### config.mk
export PLATFORM = sky130hd
export DESIGN_NAME = base64_line_wrap_encoder
export DESIGN_NICKNAME = d
export VERILOG_FILES = /design/src/hdl/b64lw_pkg.sv /design/src/hdl/b64lw_front.sv /design/src/hdl/b64lw_queue.sv /design/src/hdl/b64lw_back.sv /design/src/hdl/base64_line_wrap_encoder.sv
export SDC_FILE = /design/constraint.sdc
export NUM_CORES = 1
export LEC_CHECK = 0
export ABC_AREA = 1
export BUFFER_PORTS_ARGS = -buffer_cell sky130_fd_sc_hd__buf_2
export CORE_MARGIN = 2
export CORE_UTILIZATION = 30
export CTS_CLUSTER_DIAMETER = 60
export DETAILED_ROUTE_END_ITERATION = 10
export GPL_TIMING_DRIVEN = 0
export PLACE_DENSITY = 0.53
export SLEW_MARGIN = 5
export SYNTH_ARGS = -nofsm -noshare
export SYNTH_HDL_FRONTEND = slang
export SYNTH_HIERARCHICAL = 1
export SYNTH_SLANG_ARGS = --single-unit
### constraint.sdc
create_clock -name clk -period 3.06 [get_ports clk]
set_clock_uncertainty 0.15 [all_clocks]
set_input_delay 0.306 -clock clk [delete_from_list [all_inputs] [get_ports clk]]
set_output_delay 0.306 -clock clk [all_outputs]
set_load 0.01 [all_outputs]
### src/hdl/b64lw_pkg.sv
package b64lw_pkg;

    // Payload of one input transaction.
    typedef struct packed {
        logic       action;
        logic [7:0] data_byte;
    } in_item_t;

    // Payload of one output transaction.
    typedef struct packed {
        logic [7:0] out_char;
        logic       last;
    } out_item_t;

    // Input action codes.
    localparam logic ACT_DATA  = 1'b0;
    localparam logic ACT_FLUSH = 1'b1;

    // How many padding characters close a character group.
    typedef enum logic [1:0] {
        GRP_FULL,
        GRP_PAD1,
        GRP_PAD2
    } grp_kind_t;

    // One unit of work for the character serializer.
    typedef struct packed {
        logic [23:0] bits;
        grp_kind_t   kind;
        logic        crlf;
    } job_t;

    localparam logic [6:0] WRAP_RESET = 7'd72;
    localparam logic [7:0] CH_CR      = 8'h0D;
    localparam logic [7:0] CH_LF      = 8'h0A;
    localparam logic [7:0] CH_PAD     = 8'h3D;
    localparam logic [7:0] CH_PLUS    = 8'h2B;
    localparam logic [7:0] CH_SLASH   = 8'h2F;

    // Character positions within one job.
    localparam logic [2:0] IDX_C0 = 3'd0;
    localparam logic [2:0] IDX_C1 = 3'd1;
    localparam logic [2:0] IDX_C2 = 3'd2;
    localparam logic [2:0] IDX_C3 = 3'd3;
    localparam logic [2:0] IDX_CR = 3'd4;
    localparam logic [2:0] IDX_LF = 3'd5;

    // Maps a six-bit value onto the standard Base64 alphabet.
    function automatic logic [7:0] sextet_char(input logic [5:0] k);
        logic [7:0] k8;
        logic [7:0] r;
        k8 = {2'b00, k};
        if (k8 < 8'd26)
            r = k8 + 8'h41;
        else if (k8 < 8'd52)
            r = k8 + 8'd71;
        else if (k8 < 8'd62)
            r = k8 - 8'd4;
        else if (k8 == 8'd62)
            r = CH_PLUS;
        else
            r = CH_SLASH;
        return r;
    endfunction

endpackage

### src/hdl/b64lw_front.sv
module b64lw_front (
    input  logic               clk,
    input  logic               rst_n,
    input  logic               src_valid,
    output logic               src_ready,
    input  b64lw_pkg::in_item_t src_item,
    input  logic               cfg_we,
    input  logic [6:0]         cfg_wdata,
    input  logic               q_full,
    output logic               q_push,
    output b64lw_pkg::job_t    q_job
);
    import b64lw_pkg::*;

    logic [6:0]  wrap_reg;
    logic [15:0] held_reg;
    logic [15:0] held_next;
    logic [1:0]  count_reg;
    logic [1:0]  count_next;
    logic [6:0]  column_reg;
    logic [6:0]  column_next;
    logic [7:0]  col_sum;
    logic        take;

    assign src_ready = !q_full;
    assign take      = src_valid && src_ready;
    assign col_sum   = {1'b0, column_reg} + 8'd4;

    always_comb
    begin
        held_next   = held_reg;
        count_next  = count_reg;
        column_next = column_reg;
        q_push      = 1'b0;
        q_job.bits  = {held_reg, src_item.data_byte};
        q_job.kind  = GRP_FULL;
        q_job.crlf  = 1'b0;
        if (take)
        begin
            if (src_item.action == ACT_FLUSH)
            begin
                held_next  = '0;
                count_next = '0;
                q_push     = (count_reg != 2'd0);
                if (count_reg == 2'd1)
                begin
                    q_job.bits = {held_reg[7:0], 16'h0000};
                    q_job.kind = GRP_PAD2;
                end
                else
                begin
                    q_job.bits = {held_reg, 8'h00};
                    q_job.kind = GRP_PAD1;
                end
            end
            else if (count_reg < 2'd2)
            begin
                held_next  = {held_reg[7:0], src_item.data_byte};
                count_next = count_reg + 2'd1;
            end
            else
            begin
                held_next  = '0;
                count_next = '0;
                q_push     = 1'b1;
                q_job.crlf = (col_sum >= {1'b0, wrap_reg});
                column_next = q_job.crlf ? 7'd0 : col_sum[6:0];
            end
        end
    end

    always_ff @(posedge clk or negedge rst_n)
    begin
        if (!rst_n)
        begin
            wrap_reg   <= WRAP_RESET;
            held_reg   <= '0;
            count_reg  <= '0;
            column_reg <= '0;
        end
        else
        begin
            if (cfg_we)
                wrap_reg <= cfg_wdata;
            held_reg   <= held_next;
            count_reg  <= count_next;
            column_reg <= column_next;
        end
    end

endmodule

### src/hdl/b64lw_queue.sv
module b64lw_queue #(
    parameter int DEPTH = 2
) (
    input  logic            clk,
    input  logic            rst_n,
    input  logic            push,
    input  b64lw_pkg::job_t push_job,
    input  logic            pop,
    output b64lw_pkg::job_t head_job,
    output logic            full,
    output logic            empty
);
    import b64lw_pkg::*;

    localparam int PW = (DEPTH > 1) ? $clog2(DEPTH) : 1;
    localparam int CW = $clog2(DEPTH + 1);

    job_t          mem [DEPTH];
    logic [PW-1:0] wr_ptr_reg;
    logic [PW-1:0] rd_ptr_reg;
    logic [CW-1:0] count_reg;
    logic          do_push;
    logic          do_pop;

    assign full     = (count_reg == CW'(DEPTH));
    assign empty    = (count_reg == '0);
    assign do_push  = push && !full;
    assign do_pop   = pop && !empty;
    assign head_job = mem[rd_ptr_reg];

    always_ff @(posedge clk)
    begin
        if (do_push)
            mem[wr_ptr_reg] <= push_job;
    end

    always_ff @(posedge clk or negedge rst_n)
    begin
        if (!rst_n)
        begin
            wr_ptr_reg <= '0;
            rd_ptr_reg <= '0;
            count_reg  <= '0;
        end
        else
        begin
            if (do_push)
                wr_ptr_reg <= (wr_ptr_reg == PW'(DEPTH - 1)) ? '0 : wr_ptr_reg + 1'b1;
            if (do_pop)
                rd_ptr_reg <= (rd_ptr_reg == PW'(DEPTH - 1)) ? '0 : rd_ptr_reg + 1'b1;
            if (do_push && !do_pop)
                count_reg <= count_reg + 1'b1;
            else if (do_pop && !do_push)
                count_reg <= count_reg - 1'b1;
        end
    end

    a_count_bound: assert property (@(posedge clk) disable iff (!rst_n)
        count_reg <= CW'(DEPTH))
        else $error("queue count beyond depth");

    a_no_overflow: assert property (@(posedge clk) disable iff (!rst_n)
        push |-> !full)
        else $error("job pushed into a full queue");

    a_no_underflow: assert property (@(posedge clk) disable iff (!rst_n)
        pop |-> !empty)
        else $error("job popped from an empty queue");

endmodule

### src/hdl/b64lw_back.sv
module b64lw_back (
    input  logic                clk,
    input  logic                rst_n,
    input  logic                q_empty,
    input  b64lw_pkg::job_t     head_job,
    output logic                q_pop,
    output logic                dst_valid,
    input  logic                dst_ready,
    output b64lw_pkg::out_item_t dst_item
);
    import b64lw_pkg::*;

    logic [2:0] idx_reg;
    logic [2:0] idx_next;
    logic       out_valid_reg;
    logic       out_valid_next;
    out_item_t  out_reg;
    logic       advance;
    logic       is_last;
    logic [7:0] ch;

    assign advance   = !q_empty && (!out_valid_reg || dst_ready);
    assign is_last   = head_job.crlf ? (idx_reg == IDX_LF) : (idx_reg == IDX_C3);
    assign q_pop     = advance && is_last;
    assign dst_valid = out_valid_reg;
    assign dst_item  = out_reg;

    always_comb
    begin
        case (idx_reg)
            IDX_C0:  ch = sextet_char(head_job.bits[23:18]);
            IDX_C1:  ch = sextet_char(head_job.bits[17:12]);
            IDX_C2:  ch = (head_job.kind == GRP_PAD2) ? CH_PAD
                                                      : sextet_char(head_job.bits[11:6]);
            IDX_C3:  ch = (head_job.kind != GRP_FULL) ? CH_PAD
                                                      : sextet_char(head_job.bits[5:0]);
            IDX_CR:  ch = CH_CR;
            IDX_LF:  ch = CH_LF;
            default: ch = CH_PAD;
        endcase
    end

    always_comb
    begin
        idx_next       = idx_reg;
        out_valid_next = out_valid_reg;
        if (advance)
        begin
            out_valid_next = 1'b1;
            idx_next       = is_last ? IDX_C0 : idx_reg + 3'd1;
        end
        else if (dst_ready)
        begin
            out_valid_next = 1'b0;
        end
    end

    always_ff @(posedge clk or negedge rst_n)
    begin
        if (!rst_n)
        begin
            idx_reg       <= IDX_C0;
            out_valid_reg <= 1'b0;
        end
        else
        begin
            idx_reg       <= idx_next;
            out_valid_reg <= out_valid_next;
        end
    end

    always_ff @(posedge clk)
    begin
        if (advance)
        begin
            out_reg.out_char <= ch;
            out_reg.last     <= is_last;
        end
    end

    a_idx_range: assert property (@(posedge clk) disable iff (!rst_n)
        idx_reg <= IDX_LF)
        else $error("character index out of range");

    a_break_only_on_crlf: assert property (@(posedge clk) disable iff (!rst_n)
        (idx_reg == IDX_CR || idx_reg == IDX_LF) |-> (!q_empty && head_job.crlf))
        else $error("line break position on a job without a line break");

    a_restart_after_pop: assert property (@(posedge clk) disable iff (!rst_n)
        q_pop |=> (idx_reg == IDX_C0))
        else $error("character index not rewound after a finished job");

endmodule

### src/hdl/base64_line_wrap_encoder.sv
// Channel | Signals                          | Transaction
// --------+----------------------------------+-------------------------------------------
// source  | src_valid, src_ready, src_item   | one raw byte or one flush request
// sink    | dst_valid, dst_ready, dst_item   | one output character, last on the final one
// config  | cfg_we, cfg_wdata                | write of the wrap column, no wait
//
// A source transaction is taken whenever the job queue has room; bytes that do not
// complete a group and empty flushes are absorbed without any output.
// The sink side sends one character per cycle while dst_ready is high; a group is four
// characters, or six with CR LF, and the serializer in the back end sets the sustained rate.
// Reset (rst_n low, asynchronous) clears the held bytes, the column, the queue and the
// output valid flag, and loads a wrap column of 72.
// A stalled sink fills the queue and then lowers src_ready; either side may stall freely.
module base64_line_wrap_encoder #(
    parameter int QUEUE_DEPTH = 2
) (
    input  logic                 clk,
    input  logic                 rst_n,
    input  logic                 src_valid,
    output logic                 src_ready,
    input  b64lw_pkg::in_item_t  src_item,
    output logic                 dst_valid,
    input  logic                 dst_ready,
    output b64lw_pkg::out_item_t dst_item,
    input  logic                 cfg_we,
    input  logic [6:0]           cfg_wdata
);
    import b64lw_pkg::*;

    // Jobs handed from the front end to the serializer. A job is a 24-bit group, the
    // amount of padding it needs, and whether a line break follows it.
    job_t push_job;
    job_t head_job;
    logic q_push;
    logic q_pop;
    logic q_full;
    logic q_empty;

    // The front end gathers bytes, keeps the line column and decides on line breaks,
    // so the serializer never needs to know about the column.
    b64lw_front u_front (
        .clk       (clk),
        .rst_n     (rst_n),
        .src_valid (src_valid),
        .src_ready (src_ready),
        .src_item  (src_item),
        .cfg_we    (cfg_we),
        .cfg_wdata (cfg_wdata),
        .q_full    (q_full),
        .q_push    (q_push),
        .q_job     (push_job)
    );

    // The queue decouples the two halves, so new bytes keep flowing in while the
    // serializer is still writing out an earlier group.
    b64lw_queue #(
        .DEPTH (QUEUE_DEPTH)
    ) u_queue (
        .clk      (clk),
        .rst_n    (rst_n),
        .push     (q_push),
        .push_job (push_job),
        .pop      (q_pop),
        .head_job (head_job),
        .full     (q_full),
        .empty    (q_empty)
    );

    // The back end walks the head job one character per cycle, while the sink is ready, into a registered output.
    b64lw_back u_back (
        .clk       (clk),
        .rst_n     (rst_n),
        .q_empty   (q_empty),
        .head_job  (head_job),
        .q_pop     (q_pop),
        .dst_valid (dst_valid),
        .dst_ready (dst_ready),
        .dst_item  (dst_item)
    );

endmodule

==> results.sh, run 1 <==
export IMPL_reg2reg_from="u_queue/count_reg[1]"
export IMPL_cp_required_ps=2890
export IMPL_avgSynthCellArea_um2=7.84
export IMPL_ys_warn_count=6
export IMPL_crit_path_end_kind="register"
export IMPL_critPathMaxStageDelay_ps=680
export IMPL_clk_path_buf_depth=2
export IMPL_seq_area_frac_synth=0.454
export IMPL_die_y_um=149
export IMPL_synth_top_area_cell="edfxtp_1"
export IMPL_grt_max_degree=39
export IMPL_dp_hpwl_mm=10.7
export IMPL_rsz0062_at_grt="no"
export IMPL_routedWlPerCell_um=12.7
export IMPL_placed_cells=1101
export IMPL_antenna_found_initial=0
export IMPL_p_leak_nw=3.40
export IMPL_globalRoute_totalOverflow=0
export IMPL_cts_htree_levels=3
export IMPL_drc=0
export IMPL_synth_seq_cells=101
export IMPL_layout_min_cycle_time_ps=2790
export IMPL_synth_edff_count=63
export IMPL_crit_arrival_ps=2620
export IMPL_synth_cell_types=38
export IMPL_clock_sinks=101
export IMPL_io_buffer_count=31
export IMPL_tightest_slew_ps=912
export IMPL_clk_pin_slew_worst_paths_ps=80
export IMPL_startpoint_type="register"
export IMPL_crit_type="register to register"
export IMPL_cts_buffers=9
export IMPL_nNetsFinal=900
export IMPL_ff2ff_setup_slack_ps=270
export IMPL_netlist_area_um2=6270
export IMPL_io_pins=32
export IMPL_post_cts_buffers=0
export IMPL_dr_pass1_iters=7
export IMPL_crit_buf_inv=3
export IMPL_slew_headroom=0.392
export IMPL_r2r_end="u_queue/mem[1][22]"
export IMPL_path_depth=8
export IMPL_grt_usage=0.136
export IMPL_power_per_cell_area_nw_per_um2=925
export IMPL_finalHoldViolCount=0
export IMPL_antenna_cells=0
export IMPL_drive_gt1_frac=0.115
export IMPL_worst_r2r_cell_count=8
export IMPL_area_delta_synth_final_pct=14.0
export IMPL_yosysTopAreaCellShare=0.302
export IMPL_place_congestion=0.845
export IMPL_crit_chain="inv_1, nor2_2, nor2_2, buf_6, inv_1, a211oi_2, o21ai_0, nor2_4"
export IMPL_syn_num_nets=853
export IMPL_largest_register_ffs=54
export IMPL_maxCapViolations=0
export IMPL_synthTopCellsByArea="edfxtp_1 30%, nand2_1 16%, dfrtp_1 14%, inv_1 7.4%, ha_1 6.4%"
export IMPL_core_um2=20400
export IMPL_status="complete, no violations"
export IMPL_num_rows=52
export IMPL_cts_tree="done"
export IMPL_ant_nets=0
export IMPL_synth_most_common_cell="nand2_1"
export IMPL_synthTopCellsByCount="267 x nand2_1, 123 x inv_1, 63 x edfxtp_1, 61 x nor2_1, 51 x nand3_1"
export IMPL_via_per_inst=4.46
export IMPL_start_util=0.308
export IMPL_first_iter_violations=328
export IMPL_synthArstFlopShare=0.376
export IMPL_maxSlewViolCount=0
export IMPL_clock_fmax_mhz=358
export IMPL_vias=4999
export IMPL_die_x_um=149
export IMPL_grt_pass1_wl_mm=23.7
export IMPL_final_util=0.351
export IMPL_syn_inst=800
export IMPL_cp_endpoint="u_queue/mem[1][22]"
export IMPL_path_max_fanout=27
export IMPL_startpoint="u_queue/count_reg[1]"
export IMPL_instances_no_fill=1122
export IMPL_clock_latency_ps=350
export IMPL_vdd_drop_max_v=0.000321
export IMPL_setup_viol=0
export IMPL_worst_path_dominant_cell_family="simple AND/OR/NAND/NOR gates"
export IMPL_slowest_stage="nor2_4"
export IMPL_cts_root_buf="clkbuf_16"
export IMPL_dieArea_um2=22100
export IMPL_hold_class="input port to register"
export IMPL_grt_pass1_vias=4746
export IMPL_ys_flop_type="edfxtp_1"
export IMPL_drt_wl_total_mm=14.2
export IMPL_fin_crit_sh=0.913
==> worst register-to-register path: cells and delay by family (launching register included) <==
kind / cells / cell delay [ps]
flip-flops: 1 / 410
AO/OA/AOI/OAI: 2 / 510
buffers and inverters: 3 / 350
AND/OR/NAND/NOR: 3 / 990
==> per-layer routing <==
metal / global-route usage / vias to the layer above / wire length (um)
met3: 0.0334 / 6 / 458
met2: 0.216 / 73 / 6380
li1: - / 2660 / -
met1: 0.190 / 2260 / 7310
met4: 0.0224 / 0 / 72
met5: 0 / - / 0
==> power by group <==
group          leakage (nW)  switching, mW  internal, mW
sequential             1.07          0.139          1.88
combinational          2.17           2.30          1.10
clock                 0.151          0.544         0.653
==> area by class of cell <==
type                            count  area [um^2]
Buffer                             12         87.6
Clock buffer                        9          225
Clock inverter                      7         91.3
Fill cell                        2126        13200
Inverter                          127          483
Multi-Input combinational cell    560         2880
Sequential cell                   101         2850
Tap cell                          270          338
Timing Repair Buffer               36          205
==> what timing repair did <==
| item | CTS | global route |
|---|---|---|
| endpoints found under the hold margin | 40 | 0 |
| endpoints found under the setup margin | 40 | 0 |
| hold buffers | 5 | 0 |
| gates resized for setup | 3 | 0 |
==> cells by family after synthesis <==
logic type | after synthesis | synth area share
AOI/OAI and AO/OA | 86 | 0.0770
and+or+nand+nor | 427 | 0.293
DFF | 101 | 0.454
buffers and inverters | 139 | 0.0904
muxes | 2 | 0.00359
xor gates and xnor gates | 13 | 0.0182
adders and majority gates | 32 | 0.0638
==> per-stage QoR <==
step / hold WS [ps] / instance area (um^2) / setup TNS, ps / power (mW) / setup WS (ps)
3_3_place_gp: 314 / 6760 / -34360 / 5.43 / -1120
2_1_floorplan: -140 / 6270 / 0 / 4.56 / 87.9
5_1_grt: 23.1 / 7150 / 0 / 7.26 / 15.1
4_1_cts: 4.40 / 7150 / 0 / 6.68 / 209
3_5_place_dp: 315 / 6770 / -3790 / 5.44 / -143
6_report: 18.2 / 7150 / 0 / 6.62 / 266
==> cells in the final DEF (no fill, tap or decap), drive strengths merged <==
cell type | synthesis | routed
dfrtp | 36 | 36
or2 | 3 | 3
o21ai | 46 | 46
and3 | 1 | 1
mux2 | 2 | 2
xor2 | 8 | 8
nand4 | 13 | 13
dlygate4sd3 | 0 | 5
dfstp | 2 | 2
nor2 | 72 | 72
bufinv | 0 | 1
nor3 | 5 | 5
nand2 | 279 | 279
ha | 32 | 32
o2111ai | 2 | 2
inv | 126 | 127
a211oi | 3 | 3
o211ai | 5 | 5
nand3 | 51 | 51
xnor2 | 5 | 5
clkinv | 1 | 4
a31oi | 1 | 1
o22ai | 10 | 10
nand3b | 3 | 3
a21oi | 19 | 19
edfxtp | 63 | 63
clkinvlp | 0 | 2
buf | 11 | 42
clkbuf | 1 | 10
==> how the worst min path moves through the flow <==
| stage | from | endpoint | slack [ps] | cells after the start |
|---|---|---|---|---|
| floorplan | rst_n | u_back/dst_valid | -140 | 0 |
| global placement | u_queue/wr_ptr_reg | u_queue/wr_ptr_reg | 310 | 2 |
| detailed placement | u_queue/wr_ptr_reg | u_queue/wr_ptr_reg | 310 | 2 |
| CTS | cfg_wdata[6] | u_front/wrap_reg[6] | 4 | 3 |
| global route | cfg_wdata[0] | u_front/wrap_reg[0] | 20 | 2 |
| finish | cfg_wdata[6] | u_front/wrap_reg[6] | 20 | 3 |
No activity file was read; power rests on OpenSTA's default activity.
==> run 2: changes to the inputs <==
Settings changed: CELL_PAD_IN_SITES_DETAIL_PLACEMENT set to 0, CELL_PAD_IN_SITES_GLOBAL_PLACEMENT set to 1, PLACE_DENSITY 0.53 to 0.65.
==> run 2 against run 1 <==
Effect of this change: clock-buffer cell count did not move; via count decreased by 0.12%; sequential power hardly changed; sequential share of layout area up 0.27 points; utilization shrank 0.23 points.
==> results.sh, run 2 (synthesis results as in run 1) <==
export IMPL_post_place_ws_ps=-166
export IMPL_crit_arrival_ps=2620
export IMPL_hold_class="input port to register"
export IMPL_grt_max_degree=39
export IMPL_p_leak_nw=3.38
export IMPL_crit_chain="inv_1, nor2_2, nor2_2, buf_6, inv_1, a211oi_1, o21ai_0, nor2_4"
export IMPL_clk_path_buf_depth=2
export IMPL_dp_hpwl_mm=11.4
export IMPL_final_common_cell="nand2_1"
export IMPL_dr_pass1_iters=5
export IMPL_antenna_found_initial=0
export IMPL_num_rows=52
export IMPL_rsz0062_at_grt="no"
export IMPL_maxSlewViolCount=0
export IMPL_cts_buffers=9
export IMPL_drive_gt1_frac=0.114
export IMPL_multi_input_area_um2=2870
export IMPL_cp_required_ps=2880
export IMPL_grt_pass1_vias=4627
export IMPL_most_common_layout_cells="267 x nand2_1, 122 x inv_1, 63 x edfxtp_1"
export IMPL_die_x_um=149
export IMPL_cts_htree_levels=3
export IMPL_power_mw=6.54
export IMPL_vdd_drop_max_v=0.000290
export IMPL_ff2ff_setup_slack_ps=260
export IMPL_slew_headroom=0.379
export IMPL_nNetsFinal=898
export IMPL_io_buffer_count=31
export IMPL_drc=0
export IMPL_cts_root_buf="clkbuf_16"
export IMPL_fin_crit_sh=0.915
export IMPL_setup_slack_ps=262
export IMPL_place_congestion=0.817
export IMPL_post_cts_buffers=0
export IMPL_status="complete, no violations"
export IMPL_maxCapViolations=0
export IMPL_crit_type="register to register"
export IMPL_die_y_um=149
export IMPL_start_util=0.308
export IMPL_clk_pin_slew_worst_paths_ps=70
export IMPL_clock_fmax_mhz=357
export IMPL_placed_cells=1101
export IMPL_area_delta_synth_final_pct=13.3
export IMPL_holdWs_ps=16.5
export IMPL_largest_register_ffs=54
export IMPL_power_per_cell_area_nw_per_um2=920
export IMPL_clock_sinks=101
export IMPL_startpoint_type="register"
export IMPL_via_per_inst=4.46
export IMPL_slowest_stage="nor2_4"
export IMPL_seqCellArea_um2=2850
export IMPL_first_iter_violations=277
export IMPL_instances_no_fill=1120
export IMPL_cts_tree="done"
export IMPL_routedWlPerCell_um=13.2
export IMPL_drt_wl_total_mm=14.8
export IMPL_fillCellCount=2141
export IMPL_ant_nets=0
export IMPL_grt_usage=0.142
export IMPL_clock_latency_ps=350
export IMPL_grt_pass1_wl_mm=24.5
export IMPL_setup_viol=0
export IMPL_globalRoute_totalOverflow=0
export IMPL_core_um2=20400
export IMPL_io_pins=32
export IMPL_vias=4993
export IMPL_path_max_fanout=27
export IMPL_crit_path_end_kind="register"
export IMPL_tightest_slew_ps=932
export IMPL_finalHoldViolCount=0
export IMPL_critPathMaxStageDelay_ps=670
export IMPL_dieArea_um2=22100
export IMPL_layout_min_cycle_time_ps=2800
export IMPL_antenna_cells=0
[run 2: cell count changes in the layout (fill, tap and decap cells not counted)]
| cell | before | now |
|---|---|---|
| a211oi_1 | 2 | 3 |
| a211oi_2 | 1 | 0 |
| buf_2 | 35 | 34 |
| bufinv_16 | 1 | 0 |
| clkbuf_4 | 0 | 1 |
| clkinv_2 | 0 | 1 |
| clkinv_4 | 2 | 1 |
| dlygate4sd3_1 | 5 | 3 |
| inv_6 | 1 | 2 |
[run 2: worst paths after layout]
kind | startpoint | depth (start not counted) | to
max in group asynchronous | rst_n | 2 | u_front/held_reg[2]
max reg2reg | u_queue/count_reg[1] | 8 | u_queue/mem[1][11]
min | cfg_wdata[4] | 3 | u_front/wrap_reg[4]
min in group asynchronous | rst_n | 2 | u_front/wrap_reg[0]
max | u_queue/count_reg[1] | 8 | u_queue/mem[1][11]
min reg2reg | u_queue/wr_ptr_reg | 2 | u_queue/wr_ptr_reg
[run 2: per-stage QoR]
step                      instance area [um^2]  setup TNS (ps)   util
final                                     7100               0  0.349
after global routing                      7100               0  0.349
after CTS                                 7100               0  0.349
after detailed placement                  6770            -310  0.333
after global placement                    6760          -24530  0.332
after floorplan                           6270               0      -
[run 2: cell type report]
type | instances | area share
clock buffer | 9 | 0.0317
clock inverter | 7 | 0.00934
buffer | 12 | 0.0127
tap | 270 | 0.0476
inverter | 127 | 0.0680
sequential | 101 | 0.401
timing repair buffer | 34 | 0.0261
multi-input combinational | 560 | 0.404
[run 2: worst max-delay path: cells and delay by family (launching register included)]
kind	cells	cell delay, ps
buffers and inverters	3	340
and+or+nand+nor	3	950
DFF	1	400
AOI/OAI and AO/OA	2	580
[run 2: per-layer routing]
metal  vias up  routed length (um)  global-route usage
li1       2660                   -                   -
met1      2241                7260               0.196
met2        78                6880               0.228
met3        14                 477              0.0261
met4         0                 199              0.0390
met5         -                   0                   0
[run 2: report_power, final]
part           total, mW  internal (mW)  switching [mW]  leakage [nW]
Clock               1.10          0.570           0.529         0.141
Combinational       3.42           1.10            2.32          2.17
Sequential          2.02           1.88           0.138          1.07
[run 2: what timing repair did]
action	in CTS	in global routing
setup endpoints to repair	29	1
endpoints found under the hold margin	38	0
hold buffers	3	0
gates resized for setup	2	1
==> run 3: changes to the inputs <==
Settings changed: CORE_UTILIZATION 30 to 40, PLACE_DENSITY 0.65 to 0.81.
==> run 3 against run 2 <==
Effect of this change: die area is 24% lower; first-iteration DRC count is 1.4% lower; non-clock buffer count stayed put; via count is 0.86% higher; largest power group unchanged; utilization is 11 points higher.
==> results.sh, run 3 (synthesis results as in run 1) <==
export IMPL_area_delta_synth_final_pct=12.3
export IMPL_setup_viol=0
export IMPL_vdd_drop_max_v=0.000393
export IMPL_num_rows=45
export IMPL_place_congestion=0.859
export IMPL_drt_wl_total_mm=13.6
export IMPL_rsz0062_at_grt="no"
export IMPL_drc=0
export IMPL_core_um2=15300
export IMPL_cts_tree="done"
export IMPL_p_leak_nw=3.37
export IMPL_cp_required_ps=2980
export IMPL_nNetsFinal=898
export IMPL_clock_fmax_mhz=364
export IMPL_tightest_slew_ps=898
export IMPL_clk_path_buf_depth=2
export IMPL_fin_crit_sh=0.899
export IMPL_dp_hpwl_mm=10.6
export IMPL_clock_latency_ps=350
export IMPL_crit_type="register to register"
export IMPL_clock_sinks=101
export IMPL_power_mw=6.47
export IMPL_grt_pass1_wl_mm=22.5
export IMPL_ant_nets=0
export IMPL_final_common_cell="nand2_1"
export IMPL_start_util=0.411
export IMPL_cts_root_buf="clkbuf_16"
export IMPL_finalHoldViolCount=0
export IMPL_antenna_cells=0
export IMPL_tns_ps=0
export IMPL_slew_headroom=0.401
export IMPL_die_x_um=129
export IMPL_die_y_um=129
export IMPL_maxCapViolations=0
export IMPL_status="complete, no violations"
export IMPL_first_iter_violations=273
export IMPL_maxSlewViolCount=0
export IMPL_crit_path_end_kind="register"
export IMPL_largest_register_ffs=54
export IMPL_crit_arrival_ps=2670
export IMPL_dr_pass1_iters=5
export IMPL_clk_pin_slew_worst_paths_ps=70
export IMPL_antenna_found_initial=0
export IMPL_cts_buffers=9
export IMPL_hold_class="input port to register"
export IMPL_drive_gt1_frac=0.114
export IMPL_vias=5036
export IMPL_routedWlPerCell_um=12.8
export IMPL_dieArea_um2=16700
export IMPL_io_pins=32
export IMPL_grt_usage=0.173
export IMPL_grt_pass1_vias=4601
export IMPL_startpoint_type="register"
export IMPL_post_cts_buffers=0
export IMPL_power_per_cell_area_nw_per_um2=919
export IMPL_io_buffer_count=31
export IMPL_globalRoute_totalOverflow=0
export IMPL_via_per_inst=4.75
export IMPL_most_common_layout_cells="267 x nand2_1, 122 x inv_1, 63 x edfxtp_1"
export IMPL_cts_htree_levels=3
export IMPL_grt_max_degree=39
export IMPL_path_max_fanout=10
export IMPL_layout_min_cycle_time_ps=2750
[run 3: final timing paths]
path,startpoint,to,slack (ps),cells past startpoint
worst max-delay path,u_queue/rd_ptr_reg,u_back/dst_item[1],310,12
worst min-delay path,cfg_wdata[5],u_front/wrap_reg[5],10,3
worst max register to register,u_queue/rd_ptr_reg,u_back/dst_item[1],310,12
worst min register to register,u_queue/wr_ptr_reg,u_queue/wr_ptr_reg,340,2
max in group asynchronous,rst_n,u_front/held_reg[14],1730,2
min in group asynchronous,rst_n,u_queue/wr_ptr_reg,460,2
[run 3: where the power goes]
| part | total, mW | leakage [nW] | internal, mW | switching [mW] |
|---|---|---|---|---|
| Combinational | 3.39 | 2.17 | 1.11 | 2.28 |
| Sequential | 2.01 | 1.07 | 1.88 | 0.137 |
| Clock | 1.07 | 0.130 | 0.567 | 0.503 |
| Total | 6.47 | 3.37 | 3.55 | 2.92 |
[run 3: worst max-delay path: stages, from the launching register on]
cell and delay (ps):
dfrtp_1 380, inv_2 170, buf_2 270, nand2_1 80, nand2_1 210, inv_1 160, ha_1 290, nor2_8 190
nand2_1 90, nor2_1 90, nor2_1 70, nor3_1 210, nand3_1 120
[run 3: through the flow]
| step | hold WS [ps] | area, um^2 | worst slack, ps | utilization | std cells |
|---|---|---|---|---|---|
| final | 14.1 | 7040 | 310 | 0.461 | 1061 |
| after global routing | 26.6 | 7040 | 79.0 | 0.461 | 1061 |
| after CTS | 3.67 | 7030 | 100 | 0.461 | 1061 |
| after detailed placement | 323 | 6720 | -30.3 | 0.440 | 1043 |
| after global placement | 313 | 6690 | -728 | 0.438 | 1042 |
| after floorplan | -140 | 6270 | 87.9 | - | 800 |
[run 3: cell type report]
type	instances	area [um^2]
tap	211	264
clock inverter	6	58.8
clock buffer	10	229
timing repair buffer	34	203
multi-input combinational	560	2870
inverter	127	483
fill	1530	8220
sequential	101	2850
buffer	12	87.6
[run 3: repair_timing]
item                                    CTS  global route
pin swaps                                 0             0
hold buffers                              2             0
hold endpoints to repair                 37             0
endpoints found under the setup margin    1            32
resized for setup                         1             2
[run 3: layer usage]
layer / part of all wire / GRT usage / up-vias
li1: - / - / 2660
met1: 0.49 / 0.235 / 2255
met2: 0.46 / 0.280 / 103
met3: 0.036 / 0.0376 / 18
met4: 0.019 / 0.0505 / 0
met5: 0 / 0 / -
